<file path="config.mk">
export PLATFORM = sky130hd
export DESIGN_NAME = trf_regs
export DESIGN_NICKNAME = d
export VERILOG_FILES = /design/src/rtl/trf_pkg.sv /design/src/rtl/trf_regs.sv
export SDC_FILE = /design/constraint.sdc
export NUM_CORES = 1
export LEC_CHECK = 0
export ABC_AREA = 1
export BUFFER_PORTS_ARGS = -buffer_cell sky130_fd_sc_hd__buf_2
export CAP_MARGIN = 20
export CELL_PAD_IN_SITES_DETAIL_PLACEMENT = 0
export CELL_PAD_IN_SITES_GLOBAL_PLACEMENT = 1
export CORE_MARGIN = 2
export CORE_UTILIZATION = 32
export DETAILED_ROUTE_END_ITERATION = 12
export HOLD_SLACK_MARGIN = 0.15
export PLACE_DENSITY = 0.78
export SYNTH_ARGS = -nofsm -noshare
export SYNTH_HDL_FRONTEND = slang
export SYNTH_SLANG_ARGS = --single-unit
export TNS_END_PERCENT = 20
</file>
<file path="constraint.sdc">
create_clock -name clk -period 0.9 [get_ports clk]
set_input_delay 0.045 -clock clk [delete_from_list [all_inputs] [get_ports clk]]
set_output_delay 0.045 -clock clk [all_outputs]
set_load 0.01 [all_outputs]
</file>
<file path="src/rtl/trf_pkg.sv">
`default_nettype none
// ----------------------------------------------------------------------------
// trf_pkg: shared types and constants of the trapezoidal filter
// Register map, configuration record, field widths and tap length helper.
// ----------------------------------------------------------------------------
package trf_pkg;

    localparam int HISTORY_DEPTH_DEF = 1024;
    localparam int SAMPLE_BITS_DEF   = 16;

    localparam int SAMPLE_W = 16;
    localparam int TAP_W    = 10;
    localparam int SUM_W    = 24;
    localparam int VALUE_W  = 25;
    localparam int POS_W    = 16;
    localparam int DEPTH_CW = 13;
    localparam int ADDR_W   = 4;
    localparam int DATA_W   = 32;
    localparam int NUM_TAPS = 3;

    typedef enum logic [1:0] {
        REG_RISE  = 2'd0,
        REG_GAP   = 2'd1,
        REG_START = 2'd2,
        REG_END   = 2'd3
    } reg_idx_t;

    localparam logic [7:0]       RISE_RST  = 8'd10;
    localparam logic [7:0]       GAP_RST   = 8'd4;
    localparam logic [POS_W-1:0] START_RST = 16'd0;
    localparam logic [POS_W-1:0] END_RST   = 16'hFFFF;

    typedef struct packed {
        logic [7:0]       rise;
        logic [7:0]       gap;
        logic [POS_W-1:0] start_index;
        logic [POS_W-1:0] end_index;
    } cfg_t;

    // Distances back from the current position of the three history taps.
    typedef struct packed {
        logic [TAP_W-1:0] near;
        logic [TAP_W-1:0] mid;
        logic [TAP_W-1:0] far;
    } tap_len_t;

    function automatic tap_len_t tap_lengths(input logic [7:0] rise, input logic [7:0] gap);
        tap_len_t t;
        t.near = TAP_W'(rise);
        t.mid  = TAP_W'(rise) + TAP_W'(gap);
        t.far  = TAP_W'(rise) + TAP_W'(rise) + TAP_W'(gap);
        return t;
    endfunction

endpackage
`default_nettype wire

</file>
<file path="src/rtl/trf_regs.sv">
`default_nettype none
// ----------------------------------------------------------------------------
// trf_regs: configuration registers
// APB-style register file holding rise, gap, start and end settings.
// ----------------------------------------------------------------------------
module trf_regs
(
    input  wire logic                         clk,
    input  wire logic                         rst_n,
    input  wire logic                         psel,
    input  wire logic                         penable,
    input  wire logic                         pwrite,
    input  wire logic [trf_pkg::ADDR_W-1:0]   paddr,
    input  wire logic [trf_pkg::DATA_W-1:0]   pwdata,
    output logic      [trf_pkg::DATA_W-1:0]   prdata,
    output logic                              pready,
    output trf_pkg::cfg_t                     cfg,
    output logic                              tap_reload
);

    trf_pkg::cfg_t     cfg_reg;
    logic              tap_reload_reg;
    logic              wr_en;
    trf_pkg::reg_idx_t idx;

    assign pready = 1'b1;
    assign wr_en  = psel & penable & pwrite;
    assign idx    = trf_pkg::reg_idx_t'(paddr[3:2]);

    always_ff @(posedge clk or negedge rst_n)
    begin
        if (!rst_n)
        begin
            cfg_reg.rise        <= trf_pkg::RISE_RST;
            cfg_reg.gap         <= trf_pkg::GAP_RST;
            cfg_reg.start_index <= trf_pkg::START_RST;
            cfg_reg.end_index   <= trf_pkg::END_RST;
            tap_reload_reg      <= 1'b0;
        end
        else
        begin
            tap_reload_reg <= 1'b0;
            if (wr_en)
            begin
                unique case (idx)
                    trf_pkg::REG_RISE:
                    begin
                        cfg_reg.rise   <= pwdata[7:0];
                        tap_reload_reg <= 1'b1;
                    end
                    trf_pkg::REG_GAP:
                    begin
                        cfg_reg.gap    <= pwdata[7:0];
                        tap_reload_reg <= 1'b1;
                    end
                    trf_pkg::REG_START: cfg_reg.start_index <= pwdata[15:0];
                    trf_pkg::REG_END:   cfg_reg.end_index   <= pwdata[15:0];
                    default: ;
                endcase
            end
        end
    end

    always_comb
    begin
        unique case (idx)
            trf_pkg::REG_RISE:  prdata = trf_pkg::DATA_W'(cfg_reg.rise);
            trf_pkg::REG_GAP:   prdata = trf_pkg::DATA_W'(cfg_reg.gap);
            trf_pkg::REG_START: prdata = trf_pkg::DATA_W'(cfg_reg.start_index);
            trf_pkg::REG_END:   prdata = trf_pkg::DATA_W'(cfg_reg.end_index);
            default:            prdata = '0;
        endcase
    end

    assign cfg        = cfg_reg;
    assign tap_reload = tap_reload_reg;

endmodule
`default_nettype wire

</file>
==> results_dict.tcl <==
set metrics [dict create \
    outcome "finished with violations" \
    violations "setup timing" \
    pwr-share-comb 0.346 \
    hold_path_class "in2reg" \
    grt_pass1_wl_um 11990 \
    synth_cell_types 19 \
    postRouteWirelength_um 7546 \
    period_needed_ns 1.186 \
    dpl_worst_slack_ns -0.04907 \
    postPlaceCellArea_sq_um 3163 \
    ir_worst_vdd_v 0.0007949 \
    areaGrowthSynthToFinish_pct 50.23 \
    critical_path_class "reg2out" \
    crit_required_ns 0.85 \
    synthFlopType "dfrtp_1" \
    synthCells 307 \
    p_per_area_nw_per_um2 1855 \
    cts_num_sinks 49 \
    wire_per_inst_um 13.72 \
    drive_gt1_frac 0.3973 \
    nets 488 \
    drc 0 \
    synth_edf_count 0 \
    swShare 0.3304 \
    hold_violations 0 \
    r2r_start "cfg[4]" \
    via_per_inst 4.587 \
    cp.arrival_ns 1.14 \
    tns_ns -7.379 \
    maxSlewViolCount 0 \
    vias 2523 \
    ys_warn_count 0 \
    power.internal_mw 4.640 \
    period_share 1.318 \
    grt_max_degree 50 \
    setup_viol 53 \
    initial_core_util 0.3268 \
    rsz0062_at_grt "true" \
    largest_register_ffs 48 \
    holdWs_ns 0.1694 \
    leakage_nw 2.057 \
    path_clk_slew_ns 0.09 \
    max_freq_mhz 843.0 \
    clk-insertion-delay-late_ns 0.29 \
    clock-root-buffer "clkbuf_8" \
    final_cell_area_sq_um 3735 \
    die_y_um 92.14 \
    dp_hpwl_um 5169 \
    maxCapViolations 0 \
    ant_nets 0 \
    cts_tree "yes" \
    place_inst 511 \
    antenna_found_initial 0 \
    row_count 32 \
    syn_area_sq_um 2486 \
    ctsLongestPathBuffers 2 \
    grt_usage 0.1785 \
    p_switching_mw 2.290 \
    synthArstFlopShare 1.000 \
    avgSynthCellArea_sq_um 8.098 \
    fin_cells 550 \
    yosysSeqAreaShare 0.5028 \
    place.gp.congestion 0.8125 \
    clock_skew_ns 0 \
    post-route-util 0.4910 \
    crit_fanout 2 \
    worstSetupStartpointType "flip-flop" \
    fp.coreArea_sq_um 7607 \
    die_w_um 92.14 \
    total_power_mw 6.930 \
    first_global_vias 2455 \
    drtIter0Drc 157 \
    diodes 0 \
    setup_slack_ns -0.2863 \
    startpoint "cfg[4]" \
    synth_seq_cells 49 \
    numPortBuffers 87 \
    clkPwrFrac 0.196 \
    io_pins 123 \
    pwr-share-seq 0.458 \
    die_area_sq_um 8490 \
    h-tree-depth 2 \
    drt-pass1-iter-count 4 \
    grt_overflow 0 \
    worstHoldStart "paddr[3]" \
    cts_buffers 5 \
    worst_setup_path_end_kind "output port" \
]
## cell type report
type | count | area [sq um]
clock inverters | 1 | 7.507
clock buffers | 7 | 86.33
multi-input cells | 242 | 1095
fillers | 763 | 3872
inverters | 6 | 27.53
well taps | 102 | 127.6
repair buffers | 143 | 1141
flip-flops and latches | 49 | 1250
## final timing paths
check | end | slack (ns) | cells after the start
worst max-delay path | prdata[4] | -0.29 | 3
max in group asynchronous | cfg[0] | 0.34 | 3
worst min-delay path | tap_reload | 0.17 | 3
worst max register to register | cfg[4] | 0.04 | 3
min in group asynchronous | cfg[35] | 0.27 | 3
worst min register to register | cfg[8] | 0.48 | 2
## metal layers
metal	part of all wire	track usage	vias to the layer above
met5	0	0	-
met4	0.0041	0.02736	0
met3	0.068	0.03698	4
met2	0.49	0.3107	110
met1	0.43	0.2338	1208
li1	-	-	1201
## power by group through the flow
stage                     clock network, mW  logic, mW  registers (mW)
after CTS                              1.42       2.19            3.16
after global placement                    0       1.80            3.18
after floorplan                           0      0.731            3.34
after global routing                   1.51       2.63            3.22
after detailed placement                  0       1.83            3.19
final                                  1.36       2.40            3.18
## layout by cell type (no fill, tap or decap), drive strengths merged
| cell type | count |
|---|---|
| clkinvlp | 1 |
| conb | 17 |
| dlygate4sd3 | 18 |
| nand3 | 25 |
| nand2 | 185 |
| buf | 125 |
| clkbuf | 7 |
| dfrtp | 30 |
| inv | 6 |
| nand4 | 8 |
| dfstp | 19 |
| nor2 | 7 |
## cells in the mapped netlist (3+ instances only)
cell type | count | area [sq um]
buf_4 | 17 | 127.6
buf_6 | 6 | 67.56
dfrtp_1 | 30 | 750.7
dfstp_2 | 19 | 499.2
nand2_1 | 179 | 671.9
nand2_2 | 3 | 18.77
nand2_4 | 3 | 33.78
nand3_1 | 24 | 120.1
nand4_1 | 8 | 50.05
nor2_4 | 3 | 33.78
## kinds of logic (layout without fill, tap and decap cells)
group	after synthesis	after routing	synth area share
buffers and inverters	31	157	0.09361
DFF	49	49	0.5028
other	2	17	0.003021
and+or+nand+nor	225	225	0.4006
## worst max-delay path, stage by stage, from the launching register on
cell and delay (ns):
dfstp_2 0.56, nand3_2 0.06, nand4_1 0.09, buf_2 0.14
## timing repair
item	CTS	global route
resized for setup	21	18
pin swaps	27	6
buffers inserted	7	6
hold buffers	18	0
gates cloned	0	0
hold endpoints to repair	98	0
setup endpoints to repair	63	65
(Power assumes the default switching activity.)
