### src/rtl/trf_pkg.sv
`default_nettype none
// ----------------------------------------------------------------------------
// trf_pkg: shared types and constants of the trapezoidal filter
// Register map, configuration record, field widths and tap length helper.
// ----------------------------------------------------------------------------
package trf_pkg;

    localparam int HISTORY_DEPTH_DEF = 1024;
    localparam int SAMPLE_BITS_DEF   = 16;

    localparam int SAMPLE_W = 16;
    localparam int TAP_W    = 10;
    localparam int SUM_W    = 24;
    localparam int VALUE_W  = 25;
    localparam int POS_W    = 16;
    localparam int DEPTH_CW = 13;
    localparam int ADDR_W   = 4;
    localparam int DATA_W   = 32;
    localparam int NUM_TAPS = 3;

    typedef enum logic [1:0] {
        REG_RISE  = 2'd0,
        REG_GAP   = 2'd1,
        REG_START = 2'd2,
        REG_END   = 2'd3
    } reg_idx_t;

    localparam logic [7:0]       RISE_RST  = 8'd10;
    localparam logic [7:0]       GAP_RST   = 8'd4;
    localparam logic [POS_W-1:0] START_RST = 16'd0;
    localparam logic [POS_W-1:0] END_RST   = 16'hFFFF;

    typedef struct packed {
        logic [7:0]       rise;
        logic [7:0]       gap;
        logic [POS_W-1:0] start_index;
        logic [POS_W-1:0] end_index;
    } cfg_t;

    // Distances back from the current position of the three history taps.
    typedef struct packed {
        logic [TAP_W-1:0] near;
        logic [TAP_W-1:0] mid;
        logic [TAP_W-1:0] far;
    } tap_len_t;

    function automatic tap_len_t tap_lengths(input logic [7:0] rise, input logic [7:0] gap);
        tap_len_t t;
        t.near = TAP_W'(rise);
        t.mid  = TAP_W'(rise) + TAP_W'(gap);
        t.far  = TAP_W'(rise) + TAP_W'(rise) + TAP_W'(gap);
        return t;
    endfunction

endpackage
`default_nettype wire

### src/rtl/trf_offset.sv
`default_nettype none
// ----------------------------------------------------------------------------
// trf_offset: tap offset reduction
// Reduces each tap distance modulo the history depth by repeated subtraction,
// one subtraction per tap per cycle, and flags busy until all are reduced.
// ----------------------------------------------------------------------------
module trf_offset #(
    parameter int HISTORY_DEPTH = trf_pkg::HISTORY_DEPTH_DEF
)
(
    input  wire logic                                         clk,
    input  wire logic                                         rst_n,
    input  wire trf_pkg::cfg_t                                cfg,
    input  wire logic                                         reload,
    output logic [trf_pkg::NUM_TAPS-1:0][$clog2(HISTORY_DEPTH)-1:0] offset,
    output logic                                              busy
);

    localparam int AW = $clog2(HISTORY_DEPTH);
    localparam int TW = trf_pkg::TAP_W;
    localparam int CW = trf_pkg::DEPTH_CW;
    localparam logic [CW-1:0] DEPTH_C = CW'(HISTORY_DEPTH);

    trf_pkg::tap_len_t rst_len;
    trf_pkg::tap_len_t new_len;
    logic [trf_pkg::NUM_TAPS-1:0][TW-1:0] rem_reg;
    logic [trf_pkg::NUM_TAPS-1:0][TW-1:0] rem_next;
    logic [trf_pkg::NUM_TAPS-1:0]         over;

    assign rst_len = trf_pkg::tap_lengths(trf_pkg::RISE_RST, trf_pkg::GAP_RST);
    assign new_len = trf_pkg::tap_lengths(cfg.rise, cfg.gap);

    always_comb
    begin
        for (int g = 0; g < trf_pkg::NUM_TAPS; g++)
        begin
            over[g]     = {{(CW-TW){1'b0}}, rem_reg[g]} >= DEPTH_C;
            rem_next[g] = over[g] ? rem_reg[g] - TW'(HISTORY_DEPTH) : rem_reg[g];
            offset[g]   = AW'(rem_reg[g]);
        end
        if (reload)
        begin
            rem_next[0] = new_len.near;
            rem_next[1] = new_len.mid;
            rem_next[2] = new_len.far;
        end
    end

    always_ff @(posedge clk or negedge rst_n)
    begin
        if (!rst_n)
        begin
            rem_reg[0] <= rst_len.near;
            rem_reg[1] <= rst_len.mid;
            rem_reg[2] <= rst_len.far;
        end
        else
        begin
            rem_reg <= rem_next;
        end
    end

    // A reload in flight counts as busy so stale offsets are never used.
    assign busy = reload | (|over);

endmodule
`default_nettype wire

### config.mk
export PLATFORM = sky130hd
export DESIGN_NAME = trf_offset
export DESIGN_NICKNAME = d
export VERILOG_FILES = /design/src/rtl/trf_pkg.sv /design/src/rtl/trf_offset.sv
export SDC_FILE = /design/constraint.sdc
export NUM_CORES = 1
export LEC_CHECK = 0
export ABC_AREA = 1
export CAP_MARGIN = 0
export CORE_MARGIN = 8
export CORE_UTILIZATION = 55
export CTS_CLUSTER_DIAMETER = 40
export CTS_CLUSTER_SIZE = 30
export DETAILED_ROUTE_END_ITERATION = 12
export DONT_BUFFER_PORTS = 1
export PLACE_DENSITY_LB_ADDON = 0.3
export REMOVE_ABC_BUFFERS = 1
export SYNTH_ARGS = -nofsm -noshare
export SYNTH_HDL_FRONTEND = slang
export SYNTH_SLANG_ARGS = --single-unit
### constraint.sdc
create_clock -name clk -period 0.8 [get_ports clk]
set_input_delay 0.04 -clock clk [delete_from_list [all_inputs] [get_ports clk]]
set_output_delay 0.04 -clock clk [all_outputs]
set_load 0.02 [all_outputs]
==> results.md, run 1 <==
* Compound-gate portion of the synthesized area at 6.13%
* I/O pin cnt at 82
* Post-synthesis cell type count at 26
* Layout Area Growth over Synthesis at 45.3%
* WHS Endpoint: offset[24]
* Cell area after synthesis at 1740 um2
* RSZ-0062 raised after global routing: true
* Core ar. at 3030 um2
* GRT Overall Usage at 21.1%
* Maximum VDD drop at 0.849 mV
* Tmin final at 1070 ps
* Final wirelength at 5780 um
* Vias post-DR at 1887
* Xor and xnor area share after synthesis at 0%
* Final Hold Fails at 18
* Adder-cell area share of the yosys netlist at 13.1%
* Fin worst setup slack at -270 ps
* Max-slew violations at 0
* H-tree Lvls at 1
* Initial Utilization at 57.3%
* Hold Crit Class: in2reg
* Family with the most delay on the worst path: flip-flops
* Reg-to-Reg Start: offset[12]
* HP Start: reload
* Max reg flops at 27
* Slowest CP cell: dfstp_2
* Critical Path Start: offset[12]
* Clk sinks at 27
* Hold buffer count at CTS at 15
* Worst path required time at 760 ps
* Setup CP Type: reg2out
* Yosys warns at 0
* Seq/Total Area, Yosys at 39.4%
* Reg2reg end: offset[12]
* FP Rows at 20
* First-pass GRT wire length at 8650 um
* DRC errors left at 0
* Post-DP HPWL at 3000 um
* Die W at 72.2 um
* Worst path bufs/invs at 1
* GRT overflow at 0
* Post-Synth Simple-Gate Area at 33.6%
* Final net count at 359
* Worst setup EP type: primary output
* Worst path arrival time at 1030 ps
* Multiplexer share of the synthesized area at 0%
* Vias per cell at 5.65
* Main combinational cell family by area after synthesis: simple AND/OR/NAND/NOR gates
* Number of global-route vias before repair at 1875
* Filler cells at 159
* Worst-path maximum fanout at 2
* R2r setup slk at -60 ps
* Pwr/cell area at 1630 nW/um2
* Antenna violations before repair at 0
* Flops & latches, synth at 27
* Cells along the critical path: buf_6
* Setup TNS at -4870 ps
* Die area at 5210 um2
* Minimum hold slack at -239 ps
* Max cap viols at 0
* Antenna diode count at 0
* Mean Syn Cell Area at 7.68 um2
* Clk buf depth at 2
* 1st-pass router iterations at 5
* Post-Syn Instances at 226
* CTS tree: yes
* Wire per inst at 17.3 um
* Die Height at 72.2 um
* Root buf cell: clkbuf_4
* CTS buffer count at 3
* Placer congestion estimate at 0.853
* # setup viols final at 34
* Layout cells sized above 1 at 32.8%
* Violated checks: negative hold slack, negative setup slack
* Largest net degree at the start of global routing at 29
* Clk slew on worst S/H paths at 160 ps
* Layout Skew at 0 ps
* Port buffer count at 0
* Final critical-path share of the clock period at 134%
* Leak at 1.31 nW
* Antenna Nets Post-Route at 0
* Starting DRT DRC Count at 214
* Fmax at 934 MHz
* Worst-Skew Late Latency at 340 ps
* WHS Path Cells at 1
* Delay of the slowest cell on the worst path at 580 ps
* Outcome: finished, violations left
* Core Util, Final at 83.3%
* R2R cell count at 3
* Critical Path Source Type: flip-flop
-- worst max-delay path by stage --
stage                     slack [ps]         end  cells past startpoint
after floorplan                 -400  offset[29]                     10
after global placement          -440  offset[16]                      8
after detailed placement        -490  offset[18]                      8
after CTS                       -260   offset[1]                      1
after global routing            -300  offset[12]                      1
final                           -270  offset[12]                      1
-- Yosys cell counts (all sizes together) --
library cell / instances / area share (%)
buf: 9 / 3.8
a21oi: 9 / 3.5
ha: 15 / 11
dfstp: 7 / 11
nand3b: 5 / 2.2
nand3: 17 / 5.2
conb: 1 / 0.22
a211oi: 1 / 0.43
or2: 2 / 0.87
dfrtp: 20 / 29
a31oi: 1 / 0.36
nand2: 101 / 23
inv: 17 / 3.7
a21o: 1 / 0.43
nor2: 13 / 2.8
fa: 2 / 2.3
o21ai: 5 / 1.4
-- power by group --
| part | total, mW | internal, mW | switching (mW) |
|---|---|---|---|
| clock | 0.640 | 0.189 | 0.451 |
| sequential | 1.70 | 1.57 | 0.125 |
| combinational | 1.77 | 0.867 | 0.900 |
-- metrics by stage --
step | hold slack [ps] | cells | instance area, um2 | total power [mW] | setup WS, ps
global placement | -255 | 301 | 2030 | 2.92 | -437
CTS | -236 | 326 | 2400 | 3.86 | -258
detailed placement | -255 | 301 | 2030 | 2.95 | -487
floorplan | -256 | 219 | 1680 | 2.47 | -402
finish | -239 | 334 | 2520 | 4.11 | -270
global route | -244 | 334 | 2520 | 4.28 | -304
-- cells in the final DEF, fill, tap and decap left out, drive strengths merged --
cell type / instances
nand3b: 5
clkbuf: 3
buf: 54
o21ai: 5
nand3: 17
or2: 2
dlymetal6s4s: 1
dfrtp: 20
inv: 17
nor2: 13
ha: 15
dfstp: 7
a31oi: 1
a21o: 1
clkinv: 1
conb: 3
a211oi: 1
a21oi: 9
dlygate4sd3: 12
fa: 2
nand2: 101
-- metal layers --
metal	vias to the layer above	global-route usage (%)	share of wire, %
met5	-	0	0
met4	0	15.4	4.8
met3	37	4.68	7.6
met2	118	36.8	50
met1	898	21.7	38
li1	834	-	-
-- cell type report --
| class | count | area [um2] | area share [%] |
|---|---|---|---|
| sequential | 27 | 684 | 27.1 |
| inverter | 17 | 63.8 | 2.53 |
| timing repair buffer | 67 | 672 | 26.7 |
| clock inverter | 1 | 5.00 | 0.199 |
| clock buffer | 3 | 22.5 | 0.893 |
| multi-input combinational | 175 | 1020 | 40.4 |
| tap | 44 | 55.1 | 2.18 |
-- repair_timing --
| action | CTS | global route |
|---|---|---|
| pin swaps | 7 | 9 |
| endpoints found under the hold margin | 54 | 16 |
| gates resized for setup | 35 | 20 |
| setup endpoints to repair | 34 | 42 |
| cloned | 0 | 0 |
| buffers inserted | 6 | 9 |
-- cell families after synthesis --
kind of cell / Yosys count
AND/OR/NAND/NOR: 138
flip-flops: 27
buffers and inverters: 26
AO/OA/AOI/OAI: 17
adder cells (fa/ha/maj): 17
other: 1
No activity file was read; power rests on OpenSTA's default activity.
==> run 2: changes to the inputs <==
--- a/config.mk
+++ b/config.mk
@@ -15,6 +15,7 @@
 export DONT_BUFFER_PORTS = 1
 export PLACE_DENSITY_LB_ADDON = 0.3
 export REMOVE_ABC_BUFFERS = 1
+export SETUP_SLACK_MARGIN = 0.1
 export SYNTH_ARGS = -nofsm -noshare
 export SYNTH_HDL_FRONTEND = slang
 export SYNTH_SLANG_ARGS = --single-unit
==> results.md, run 2 (same netlist as run 1, synthesis figures left out) <==
* Max cap viols at 0
* Clk sinks at 27
* Delay of the slowest cell on the worst path at 570 ps
* Post-DP HPWL at 3000 um
* Worst path arrival time at 1030 ps
* Worst path bufs/invs at 1
* Cells along the critical path: buf_6
* Vias post-DR at 1927
* Placer congestion estimate at 0.853
* Core Util, Final at 86.8%
* Final Hold Fails at 19
* Clk buf depth at 2
* Minimum hold slack at -238 ps
* First-pass GRT wire length at 8020 um
* Dpl ws at -487 ps
* Worst path required time at 760 ps
* Antenna violations before repair at 0
* Vias per cell at 5.77
* Worst-path maximum fanout at 2
* Number of global-route vias before repair at 1819
* Final net count at 359
* I/O pin cnt at 82
* Initial Utilization at 57.3%
* Setup CP Type: reg2out
* CTS buffer count at 3
* Maximum VDD drop at 1.68 mV
* Layout Skew at 0 ps
* 1st-pass router iterations at 6
* Largest net degree at the start of global routing at 29
* DRC errors left at 0
* Fmax at 933 MHz
* Hold buffer count at CTS at 13
* Most common cell after layout, fill and taps aside: nand2_1
* GRT overflow at 0
* Final wirelength at 6340 um
* Violated checks: negative hold slack, negative setup slack
* Worst-Skew Late Latency at 340 ps
* Wire per inst at 19.0 um
* CTS tree: yes
* Worst setup EP type: primary output
* Die W at 72.2 um
* Fin worst setup slack at -272 ps
* Layout Cells excl Fill at 334
* Layout cells sized above 1 at 37.2%
* Root buf cell: clkbuf_4
* Setup TNS at -4970 ps
* Antenna Nets Post-Route at 0
* Pwr/cell area at 1610 nW/um2
* Port buffer count at 0
* RSZ-0062 raised after global routing: true
* Max-slew violations at 0
* Die area at 5210 um2
* Slowest CP cell: dfstp_2
* Max reg flops at 27
* Final critical-path share of the clock period at 134%
* Antenna diode count at 0
* Tot Pwr at 4.23 mW
* # placed instances at 301
* FP Rows at 20
* Layout Area Growth over Synthesis at 51.5%
* GRT Overall Usage at 19.1%
* Die Height at 72.2 um
* H-tree Lvls at 1
* Core ar. at 3030 um2
* Starting DRT DRC Count at 237
* Critical Path Source Type: flip-flop
* Clk slew on worst S/H paths at 150 ps
* Family with the most delay on the worst path: flip-flops
* Outcome: finished, violations left
* Most frequent cells in the layout: nand2_1, buf_6, dfrtp_1, buf_4, inv_1
* # setup viols final at 33
* Hold Crit Class: in2reg
* Filler cells at 135
* Leak at 1.33 nW
* Tmin final at 1070 ps
run 2: cell types whose count changed in the layout (fill, tap and decap cells not counted), moves of 2 or more:
cell,change
nand2_4,+2
nand2_2,+5
buf_6,+4
buf_4,-3
nand3_2,+2
nand2_1,-7
a21oi_2,+2
a21oi_1,-2
nand3_1,-3
ha_2,-3
ha_4,+4
run 2: area by class of cell:
type | count | area (um2) | share of cell area (%)
tap | 44 | 55.1 | 2.09
multi-input combinational | 175 | 1120 | 42.5
sequential | 27 | 684 | 26.0
inverter | 17 | 63.8 | 2.43
clock buffer | 3 | 22.5 | 0.857
clock inverter | 1 | 5.00 | 0.190
timing repair buffer | 67 | 682 | 25.9
run 2: routing by layer:
| layer | GRT usage [%] | wire length [um] | up-vias |
|---|---|---|---|
| met3 | 3.58 | 494 | 41 |
| met5 | 0 | 0 | - |
| met2 | 34.5 | 3190 | 145 |
| met4 | 11.1 | 344 | 0 |
| met1 | 20.1 | 2310 | 905 |
| li1 | - | - | 836 |
run 2: path summary, 6_finish.rpt:
| path | from | endpoint | slack [ps] | depth (start not counted) |
|---|---|---|---|---|
| worst min-delay path | reload | offset[24] | -240 | 1 |
| worst max-delay path | offset[23] | offset[23] | -270 | 1 |
| worst max register to register | offset[12] | offset[12] | -30 | 3 |
| min in group asynchronous | rst_n | offset[4] | 150 | 2 |
| max in group asynchronous | rst_n | offset[3] | 410 | 2 |
| worst min register to register | offset[3] | offset[3] | 490 | 2 |
run 2: through the flow:
step / instance area [um2] / hold WS, ps
after global placement: 2030 / -255
after CTS: 2400 / -236
after floorplan: 1680 / -256
after global routing: 2630 / -260
after detailed placement: 2030 / -255
final: 2630 / -238
run 2: timing repair:
action	4_1_cts	5_1_grt
setup buffers	7	11
gates resized for setup	37	36
endpoints found under the setup margin	40	47
pin swaps	21	16
hold endpoints to repair	54	19
cloned	0	0
run 2: where the power goes:
group          total [mW]  switching (mW)  internal, mW
logic                1.88           0.949         0.926
clock network       0.639           0.450         0.189
registers            1.71           0.136          1.58
==> run 3: changes to the inputs <==
--- a/config.mk
+++ b/config.mk
@@ -15,7 +15,7 @@
 export DONT_BUFFER_PORTS = 1
 export PLACE_DENSITY_LB_ADDON = 0.3
 export REMOVE_ABC_BUFFERS = 1
-export SETUP_SLACK_MARGIN = 0.1
+export SETUP_SLACK_MARGIN = 0.3
 export SYNTH_ARGS = -nofsm -noshare
 export SYNTH_HDL_FRONTEND = slang
 export SYNTH_SLANG_ARGS = --single-unit
==> constraint.sdc (replaced) <==
create_clock -name clk -period 0.8 [get_ports clk]
set_input_delay 0.12 -clock clk [delete_from_list [all_inputs] [get_ports clk]]
set_output_delay 0.12 -clock clk [all_outputs]
set_load 0.02 [all_outputs]
==> results.md, run 3 (same netlist as run 1, synthesis figures left out) <==
* Outcome: finished, violations left
* Violated checks: negative hold slack, negative setup slack
* Dpl ws at -602 ps
* Fin worst setup slack at -351 ps
* Antenna violations before repair at 0
* Final Hold Fails at 51
* CTS buffer count at 3
* Worst-path maximum fanout at 2
* Core Util, Final at 88.9%
* Clk buf depth at 2
* Die Height at 72.2 um
* FP Rows at 20
* Die area at 5210 um2
* Largest net degree at the start of global routing at 29
* Reg-to-Reg Start: offset[14]
* 1st-pass router iterations at 4
* Slowest CP cell: dfstp_2
* Worst-Skew Late Latency at 330 ps
* # setup viols final at 37
* DRC errors left at 0
* Max cap viols at 0
* GRT overflow at 0
* Starting DRT DRC Count at 127
* Max reg flops at 27
* Critical Path Start: offset[23]
* Final critical-path share of the clock period at 144%
* Worst path arrival time at 1030 ps
* GRT Overall Usage at 19.9%
* H-tree Lvls at 1
* Maximum VDD drop at 1.09 mV
* Root buf cell: clkbuf_4
* CTS tree: yes
* Number of global-route vias before repair at 1769
* Port buffer count at 0
* Hold Crit Class: in2async
* Layout Skew at 0 ps
* Clk slew on worst S/H paths at 150 ps
* Final net count at 353
* Pwr/cell area at 1610 nW/um2
* Fmax at 869 MHz
* Filler cells at 129
* Vias post-DR at 1878
* Final wirelength at 6140 um
* Most frequent cells in the layout: nand2_1, buf_6, buf_4, dfrtp_1, inv_1
* Worst path bufs/invs at 1
* Vias per cell at 5.73
* Storage cell area at 684 um2
* Family with the most delay on the worst path: flip-flops
* Clk sinks at 27
* First-pass GRT wire length at 8340 um
* RSZ-0062 raised after global routing: true
* Worst path required time at 680 ps
* Max-slew violations at 0
* Antenna Nets Post-Route at 0
* Post-DP HPWL at 3080 um
* Worst setup EP type: primary output
* Multi-input gate area at 1190 um2
* Placer congestion estimate at 0.868
* Tmin final at 1150 ps
* Wire per inst at 18.7 um
* Tot Pwr at 4.34 mW
* Leak at 1.34 nW
* Layout Area Growth over Synthesis at 55.1%
* Delay of the slowest cell on the worst path at 590 ps
* I/O pin cnt at 82
* Core ar. at 3030 um2
* Initial Utilization at 57.3%
* Antenna diode count at 0
* Layout cells sized above 1 at 41.2%
* Cells along the critical path: buf_12
* Hold buffer count at CTS at 2
* Minimum hold slack at -548 ps
* Critical Path Source Type: flip-flop
* Most common cell after layout, fill and taps aside: nand2_1
* Die W at 72.2 um
* Setup CP Type: reg2out
## run 3: cell type report
type | instances | area share (%)
Sequential cell | 27 | 25.4
Timing Repair Buffer | 61 | 24.8
Clock buffer | 4 | 0.976
Inverter | 17 | 2.37
Tap cell | 44 | 2.05
Multi-Input combinational cell | 175 | 44.4
## run 3: stage by stage
stage | hold slack (ps) | std cells | instance area (um2) | setup TNS [ps]
after floorplan | -176 | 219 | 1680 | -4580
after detailed placement | -175 | 300 | 2100 | -5860
after CTS | -546 | 314 | 2440 | -6770
after global routing | -565 | 328 | 2690 | -8560
final | -548 | 328 | 2690 | -7640
after global placement | -175 | 300 | 2100 | -5380
## run 3: worst paths after layout
kind	to	slack, ps	cells after the start
worst max-delay path	offset[23]	-350	1
worst min register to register	offset[11]	490	2
min in group clk	offset[24]	-150	1
worst min-delay path	offset[2]	-550	0
worst max register to register	offset[14]	-80	4
max in group asynchronous	offset[24]	1170	0
## run 3: timing repair
action,in CTS,in global routing
setup buffers,8,14
hold endpoints to repair,53,50
pin swaps,34,24
setup endpoints to repair,54,54
gates resized for setup,46,35
gates cloned,0,0
## run 3: power breakdown
part,leakage [nW],switching (mW),internal [mW]
combinational,1.01,0.945,1.04
clock,0.0150,0.423,0.196
sequential,0.316,0.157,1.58
total,1.34,1.52,2.81
## run 3: metal layers
layer	share of wire, %	track usage, %	vias to the layer above
met3	6.2	4.27	39
met2	52	34.0	99
met4	5.3	12.0	0
li1	-	-	826
met5	0	0	-
met1	37	22.1	914
